[config.mk]
export PLATFORM = sky130hd
export DESIGN_NAME = serial_led_command_frame_parser
export DESIGN_NICKNAME = d
export VERILOG_FILES = /design/src/slcfp_pkg.sv /design/src/slcfp_front.sv /design/src/slcfp_queue.sv /design/src/slcfp_back.sv /design/src/serial_led_command_frame_parser.sv
export SDC_FILE = /design/constraint.sdc
export NUM_CORES = 1
export LEC_CHECK = 0
export ABC_AREA = 1
export BUFFER_PORTS_ARGS = -buffer_cell sky130_fd_sc_hd__buf_4
export CORE_ASPECT_RATIO = 2
export CORE_UTILIZATION = 40
export DETAILED_ROUTE_END_ITERATION = 16
export GPL_TIMING_DRIVEN = 0
export PLACE_DENSITY_LB_ADDON = 0.25
export SLEW_MARGIN = 20
export SYNTH_ARGS = -nofsm -noshare
export SYNTH_HDL_FRONTEND = slang
export SYNTH_SLANG_ARGS = --single-unit
[constraint.sdc]
create_clock -name clock -period 4.1 [get_ports clock]
set_clock_uncertainty 0.05 [all_clocks]
set_input_delay 0.82 -clock clock [delete_from_list [all_inputs] [get_ports clock]]
set_output_delay 0.82 -clock clock [all_outputs]
set_load 0.1 [all_outputs]
[src/slcfp_pkg.sv]
// ----------------------------------------------------------------------------
// slcfp_pkg
// shared types and constants for the serial led command frame parser
// ----------------------------------------------------------------------------
package slcfp_pkg;

   localparam int FRAME_LENGTH = 7;

   localparam logic [7:0] FIRST_HEADER  = 8'h55;
   localparam logic [7:0] SECOND_HEADER = 8'hAA;

   localparam logic [7:0] COMMAND_CODE_RESET = 8'h06;
   localparam logic [7:0] MAX_LENGTH_RESET   = 8'h07;

   // register indexes on the csr port
   localparam logic CSR_COMMAND_CODE = 1'b0;
   localparam logic CSR_MAX_LENGTH   = 1'b1;

   // command queue between parser and output stage
   localparam int QUEUE_DEPTH     = 2;
   localparam int QUEUE_PTR_BITS  = $clog2(QUEUE_DEPTH);
   localparam int QUEUE_CNT_BITS  = $clog2(QUEUE_DEPTH + 1);

   typedef struct packed {
      logic [7:0] led_index;
      logic       led_turn_on;
   } led_cmd_type;

   typedef struct packed {
      logic full;
      logic empty;
   } queue_status_type;

endpackage

[src/slcfp_front.sv]
// ----------------------------------------------------------------------------
// slcfp_front
// byte parser: hunts headers, checks length and xor, emits led commands
// ----------------------------------------------------------------------------
module slcfp_front (
   input  logic                     clock,
   input  logic                     reset,
   input  logic                     byte_accept,
   input  logic [7:0]               rx_byte,
   input  logic                     csr_write_enable,
   input  logic                     csr_index,
   input  logic [7:0]               csr_write_data,
   output logic                     cmd_push,
   output slcfp_pkg::led_cmd_type   cmd_data
);
   import slcfp_pkg::*;

   typedef enum logic [2:0] {
      POS_HUNT     = 3'd0,
      POS_HEADER2  = 3'd1,
      POS_LENGTH   = 3'd2,
      POS_FUNCTION = 3'd3,
      POS_INDEX    = 3'd4,
      POS_SWITCH   = 3'd5,
      POS_CHECK    = 3'(FRAME_LENGTH - 1)
   } pos_type;

   pos_type    pos_ff,    pos_in;
   logic [7:0] check_ff,  check_in;
   logic [7:0] func_ff,   func_in;
   logic [7:0] index_ff,  index_in;
   logic [7:0] switch_ff, switch_in;
   logic [7:0] cmd_code_ff;
   logic [7:0] max_len_ff;
   logic       good_frame;

   assign good_frame = (rx_byte == check_ff) && (func_ff == cmd_code_ff);
   assign cmd_push   = byte_accept && (pos_ff == POS_CHECK) && good_frame;
   assign cmd_data   = '{led_index: index_ff, led_turn_on: (switch_ff != 8'h00)};

   always_comb begin
      pos_in    = pos_ff;
      check_in  = check_ff;
      func_in   = func_ff;
      index_in  = index_ff;
      switch_in = switch_ff;
      if (byte_accept) begin
         unique case (pos_ff)
            POS_HUNT: begin
               if (rx_byte == FIRST_HEADER) begin
                  check_in = rx_byte;
                  pos_in   = POS_HEADER2;
               end
            end
            POS_HEADER2: begin
               // bad second header is dropped, not re-examined
               if (rx_byte == SECOND_HEADER) begin
                  check_in = check_ff ^ rx_byte;
                  pos_in   = POS_LENGTH;
               end else begin
                  check_in = 8'h00;
                  pos_in   = POS_HUNT;
               end
            end
            POS_LENGTH: begin
               if (rx_byte <= max_len_ff) begin
                  check_in = check_ff ^ rx_byte;
                  pos_in   = POS_FUNCTION;
               end else begin
                  check_in = 8'h00;
                  pos_in   = POS_HUNT;
               end
            end
            POS_FUNCTION: begin
               func_in  = rx_byte;
               check_in = check_ff ^ rx_byte;
               pos_in   = POS_INDEX;
            end
            POS_INDEX: begin
               index_in = rx_byte;
               check_in = check_ff ^ rx_byte;
               pos_in   = POS_SWITCH;
            end
            POS_SWITCH: begin
               switch_in = rx_byte;
               check_in  = check_ff ^ rx_byte;
               pos_in    = POS_CHECK;
            end
            POS_CHECK: begin
               check_in = 8'h00;
               pos_in   = POS_HUNT;
            end
            default: begin
               check_in = 8'h00;
               pos_in   = POS_HUNT;
            end
         endcase
      end
   end

   always_ff @(posedge clock) begin
      if (reset) begin
         pos_ff      <= POS_HUNT;
         check_ff    <= 8'h00;
         func_ff     <= 8'h00;
         index_ff    <= 8'h00;
         switch_ff   <= 8'h00;
         cmd_code_ff <= COMMAND_CODE_RESET;
         max_len_ff  <= MAX_LENGTH_RESET;
      end else begin
         pos_ff    <= pos_in;
         check_ff  <= check_in;
         func_ff   <= func_in;
         index_ff  <= index_in;
         switch_ff <= switch_in;
         if (csr_write_enable) begin
            unique case (csr_index)
               CSR_COMMAND_CODE: cmd_code_ff <= csr_write_data;
               CSR_MAX_LENGTH:   max_len_ff  <= csr_write_data;
               default:          cmd_code_ff <= cmd_code_ff;
            endcase
         end
      end
   end

endmodule

[src/slcfp_queue.sv]
// ----------------------------------------------------------------------------
// slcfp_queue
// short fifo of decoded led commands between parser and output stage
// ----------------------------------------------------------------------------
module slcfp_queue (
   input  logic                          clock,
   input  logic                          reset,
   input  logic                          push,
   input  slcfp_pkg::led_cmd_type        push_data,
   input  logic                          pop,
   output slcfp_pkg::led_cmd_type        pop_data,
   output slcfp_pkg::queue_status_type   status
);
   import slcfp_pkg::*;

   led_cmd_type               mem_ff [QUEUE_DEPTH];
   logic [QUEUE_PTR_BITS-1:0] wr_ptr_ff, wr_ptr_in;
   logic [QUEUE_PTR_BITS-1:0] rd_ptr_ff, rd_ptr_in;
   logic [QUEUE_CNT_BITS-1:0] count_ff,  count_in;

   assign status.full  = (count_ff == QUEUE_CNT_BITS'(QUEUE_DEPTH));
   assign status.empty = (count_ff == '0);
   assign pop_data     = mem_ff[rd_ptr_ff];

   always_comb begin
      wr_ptr_in = wr_ptr_ff;
      rd_ptr_in = rd_ptr_ff;
      count_in  = count_ff;
      if (push) begin
         wr_ptr_in = (wr_ptr_ff == QUEUE_PTR_BITS'(QUEUE_DEPTH - 1)) ? '0
                                                                    : wr_ptr_ff + 1'b1;
      end
      if (pop) begin
         rd_ptr_in = (rd_ptr_ff == QUEUE_PTR_BITS'(QUEUE_DEPTH - 1)) ? '0
                                                                    : rd_ptr_ff + 1'b1;
      end
      if (push && !pop) begin
         count_in = count_ff + 1'b1;
      end else if (pop && !push) begin
         count_in = count_ff - 1'b1;
      end
   end

   always_ff @(posedge clock) begin
      if (reset) begin
         wr_ptr_ff <= '0;
         rd_ptr_ff <= '0;
         count_ff  <= '0;
      end else begin
         wr_ptr_ff <= wr_ptr_in;
         rd_ptr_ff <= rd_ptr_in;
         count_ff  <= count_in;
      end
   end

   always_ff @(posedge clock) begin
      if (push) begin
         mem_ff[wr_ptr_ff] <= push_data;
      end
   end

endmodule

[src/slcfp_back.sv]
// ----------------------------------------------------------------------------
// slcfp_back
// output stage: pulls commands from the queue into the response register
// ----------------------------------------------------------------------------
module slcfp_back (
   input  logic                          clock,
   input  logic                          reset,
   input  slcfp_pkg::queue_status_type   status,
   input  slcfp_pkg::led_cmd_type        pop_data,
   output logic                          pop,
   output logic                          rsp_valid,
   input  logic                          rsp_ready,
   output logic [7:0]                    rsp_led_index,
   output logic                          rsp_led_turn_on
);
   import slcfp_pkg::*;

   logic        valid_ff;
   led_cmd_type data_ff;

   // refill whenever the register is empty or being drained
   assign pop             = !status.empty && (!valid_ff || rsp_ready);
   assign rsp_valid       = valid_ff;
   assign rsp_led_index   = data_ff.led_index;
   assign rsp_led_turn_on = data_ff.led_turn_on;

   always_ff @(posedge clock) begin
      if (reset) begin
         valid_ff <= 1'b0;
      end else if (pop) begin
         valid_ff <= 1'b1;
      end else if (rsp_ready) begin
         valid_ff <= 1'b0;
      end
   end

   always_ff @(posedge clock) begin
      if (pop) begin
         data_ff <= pop_data;
      end
   end

endmodule

[src/serial_led_command_frame_parser.sv]
// ----------------------------------------------------------------------------
// serial_led_command_frame_parser
// Takes one received serial byte per transfer on req_ and searches the stream
// for seven-byte frames: 0x55, 0xAA, length, function, led index, on/off and
// an xor check byte over the first six. A length above max_length or a bad
// header byte drops that byte and restarts the hunt; a bad check drops the
// whole frame. A good frame whose function byte equals command_code gives one
// rsp_ transfer with the led index and on/off (nonzero on/off byte means on);
// all other frames give nothing. The block takes one byte every cycle while
// req_ready is high; a command passes through the command queue and the
// response register before rsp_valid rises. Byte intake only stalls while
// the two-entry command queue is full, which needs the response register
// to be held long enough for two more commands to queue up behind it.
// Registers on csr_: index 0 command_code (reset 0x06), index 1 max_length
// (reset 0x07); write them only while the block is idle.
// ----------------------------------------------------------------------------
module serial_led_command_frame_parser (
   input  logic       clock,
   input  logic       reset,
   // byte input channel
   input  logic       req_valid,
   output logic       req_ready,
   input  logic [7:0] req_rx_byte,
   // led command output channel
   output logic       rsp_valid,
   input  logic       rsp_ready,
   output logic [7:0] rsp_led_index,
   output logic       rsp_led_turn_on,
   // register write port
   input  logic       csr_write_enable,
   input  logic       csr_index,
   input  logic [7:0] csr_write_data
);
   import slcfp_pkg::*;

   logic             byte_accept;
   logic             cmd_push;
   led_cmd_type      cmd_data;
   logic             cmd_pop;
   led_cmd_type      pop_data;
   queue_status_type q_status;

   // hold off bytes only while a command could not be stored
   assign req_ready   = !q_status.full;
   assign byte_accept = req_valid && req_ready;

   // front: frame parser and registers
   slcfp_front u_front (
      .clock            (clock),
      .reset            (reset),
      .byte_accept      (byte_accept),
      .rx_byte          (req_rx_byte),
      .csr_write_enable (csr_write_enable),
      .csr_index        (csr_index),
      .csr_write_data   (csr_write_data),
      .cmd_push         (cmd_push),
      .cmd_data         (cmd_data)
   );

   // decouples parser from response backpressure
   slcfp_queue u_queue (
      .clock     (clock),
      .reset     (reset),
      .push      (cmd_push),
      .push_data (cmd_data),
      .pop       (cmd_pop),
      .pop_data  (pop_data),
      .status    (q_status)
   );

   // back: registered response stage
   slcfp_back u_back (
      .clock           (clock),
      .reset           (reset),
      .status          (q_status),
      .pop_data        (pop_data),
      .pop             (cmd_pop),
      .rsp_valid       (rsp_valid),
      .rsp_ready       (rsp_ready),
      .rsp_led_index   (rsp_led_index),
      .rsp_led_turn_on (rsp_led_turn_on)
   );

endmodule

==> flow_summary.toml <==
[status]
status = "completed"

[timing]
relSlewSlack = 0.4794
final-hold-violation-count = 0
rsz0062_at_grt = "false"
slew_viol_final = 0
tightestPinTransition_ns = 0.7780
timing.setup.tns_ns = 0
fin_crit_sh = 0.5859
setup_violations = 0
fmax_ghz = 0.4163
min_period_ns = 2.402

[power]
p_per_area_mw_per_mm2 = 604.0
power.total_mw = 2.677
p_sw_mw = 1.004
pwr-share-clk = 0.317
peakVddDrop_uv = 310.0
seqPwrFrac = 0.372
p_sw_frac = 0.3750
power_leakage_nw = 1.849
p_int_mw = 1.673
combPwrFrac = 0.311

[yosys]
yosysWarnings = 0
synth_seq_area_share = 0.5160
ys_seq_elements = 83
synthTopCellsByArea = "dfxtp_1 30%, edfxtp_1 22%, nand2_1 8.5%"
synth.net_count = 478
syn_inst = 447
yosysTopAreaCellShare = 0.2995
yosysTopAreaCell = "dfxtp_1"
synth_cell_types = 32
syn_area_sq_mm = 0.003744
avgSynthCellArea_sq_um = 8.375

[worst_setup_path]
crit_path_cell_trace = "buf_4, xnor2_1, nand4_1, nor2_1, nand3_2, nor2_1"
slowest_delay_ns = 0.62
cp_max_fo = 9
path_class = "in2reg"
path_common_cell = "nor2_1"
path_delay_family = "simple AND/OR/NAND/NOR gates"
cp_slowest_cell = "nor2_1"
reg2reg_setup_slack_ns = 1.83
critPathLaunchType = "input port"
critPathCaptureType = "flip-flop"
arrival_ns = 2.31
crit_required_ns = 4.01
critPathBufInv = 1

[cells_and_area]
nFillCells = 847
area_delta_synth_final_pct = 18.38
fin_nets = 521
final_cells = 597
drive_gt1_frac = 0.1455
finalCoreUtilization = 0.4917
diodes = 0

[clock_network]
cts_buffers = 9
cts_buffer_depth = 2
holdBufCountCts = 0
post_cts_resized = 0
postCtsSetupRepairBufs = 0
cts.sinks = 83
root_buffer = "clkbuf_16"
clock_latency_ns = 0.33
h-tree-depth = 3
cts.reportedPaths.clkPinSlew_ns = 0.06
cts_tree = "built"

[detailed_routing]
wirelength_um = 8544
drc = 0
viasPerCell = 5.106
dr.pass1.iters = 4
wl_per_cell_um = 14.31
ant_nets = 0
drt_iter0_markers = 116
vias = 3048

[global_routing]
grt_pass1_vias = 3034
antenna_found_initial = 0
grt_start_max_net_pins = 15
grt_pass1_wl_um = 13920
grt_use_total = 0.1836
grt_overflow_total = 0

[floorplan]
die_area_sq_mm = 0.009773
core_sq_mm = 0.009012
ios = 33
initial_core_util = 0.4154
die_y_um = 138.8
dieWidth_um = 70.41
rows = 49

[flow_run]
drv_cap = 0

[worst_hold_path]
min_path_type = "reg2reg"

[placement]
place.detailed.instances = 581
io_buffers = 32
gp_congestion = 0.8886
hpwl_um = 6450
## cell type report
type,instances,area (sq um),share of cell area
Clock buffer,10,229.0,0.05167
Multi-Input combinational cell,299,1545,0.3487
Inverter,53,198.9,0.04489
Buffer,12,71.32,0.01609
Tap cell,102,127.6,0.02880
Sequential cell,83,1932,0.4359
Timing Repair Buffer,32,240.2,0.05421
Clock inverter,6,87.58,0.01976
## state kept, by name, summed over array words and instances (netlist names)
signal	count
u_queue.mem_ff	18
u_back.rsp_led_index	8
u_front.check_ff	8
u_front.cmd_code_ff	8
u_front.func_ff	8
u_front.index_ff	8
u_front.max_len_ff	8
u_front.switch_ff	8
u_front.pos_ff	3
u_queue.count_ff	2
u_back.rsp_led_turn_on	1
u_back.rsp_valid	1
u_queue.rd_ptr_ff	1
u_queue.wr_ptr_ff	1
## metrics by stage
step / instance area [sq um] / worst slack, ns / hold WS [ns]
detailed placement: 4111 / 1.188 / 0.3851
finish: 4432 / 1.698 / 0.4048
CTS: 4428 / 1.528 / 0.4055
global route: 4432 / 1.560 / 0.4170
floorplan: 3744 / 1.649 / 0.3703
global placement: 4111 / 1.250 / 0.3768
## synthesized netlist by cell type, drive strengths merged
master and number:
inv 51, nand3 24, clkinv 2, nor4 2, o211ai 3, nand4 5, clkbuf 6, dfxtp 56
xor2 5, a21o 1, a21oi 57, ha 9, o21ai 42, buf 6, nor2 47, o22ai 2
nand2 89, xnor2 7, a211oi 1, nor3 5, edfxtp 27
## placed cells by master, fill, tap and decap left out, types with 5 or more instances in the layout
cell type / n
nor2_1: 45
o21ai_0: 39
a21oi_1: 53
nand3_1: 23
edfxtp_1: 27
buf_4: 35
clkbuf_16: 9
nand2_1: 85
clkbuf_1: 7
xnor2_1: 7
ha_1: 9
inv_2: 6
nand4_1: 5
inv_1: 45
xor2_1: 5
dfxtp_1: 56
## path summary, 6_finish.rpt
kind                            start                   end  cells past startpoint
setup / recovery       req_rx_byte[3]  u_queue.mem_ff[1][3]                      6
hold reg to reg   u_front.index_ff[1]  u_queue.mem_ff[0][2]                      0
setup reg to reg    u_front.pos_ff[1]  u_queue.mem_ff[1][3]                      6
hold / removal    u_front.index_ff[1]  u_queue.mem_ff[0][2]                      0
## logic make-up (layout without fill, tap and decap cells)
| group | after synthesis | count (layout) | share of synthesized area |
|---|---|---|---|
| AOI/OAI and AO/OA | 106 | 106 | 0.1521 |
| DFF | 83 | 83 | 0.5160 |
| xor gates and xnor gates | 12 | 12 | 0.02807 |
| adders and majority gates | 9 | 9 | 0.03008 |
| and+or+nand+nor | 172 | 172 | 0.2015 |
| buffers and inverters | 65 | 113 | 0.07219 |
## power by group through the flow
stage | logic [mW] | registers, mW | clock network, mW
finish | 0.834 | 0.995 | 0.848
global route | 0.886 | 1.00 | 0.896
CTS | 0.835 | 0.997 | 0.863
detailed placement | 0.834 | 1.01 | 0
global placement | 0.824 | 1.01 | 0
floorplan | 0.289 | 1.38 | 0
## metal layers
layer / up-vias / routed length, um / track usage
met5: - / 0 / 0
met4: 0 / 310 / 0.1179
met3: 19 / 331 / 0.02689
met2: 77 / 4883 / 0.3474
met1: 1381 / 3020 / 0.1772
li1: 1571 / - / -
(Power assumes the default switching activity.)
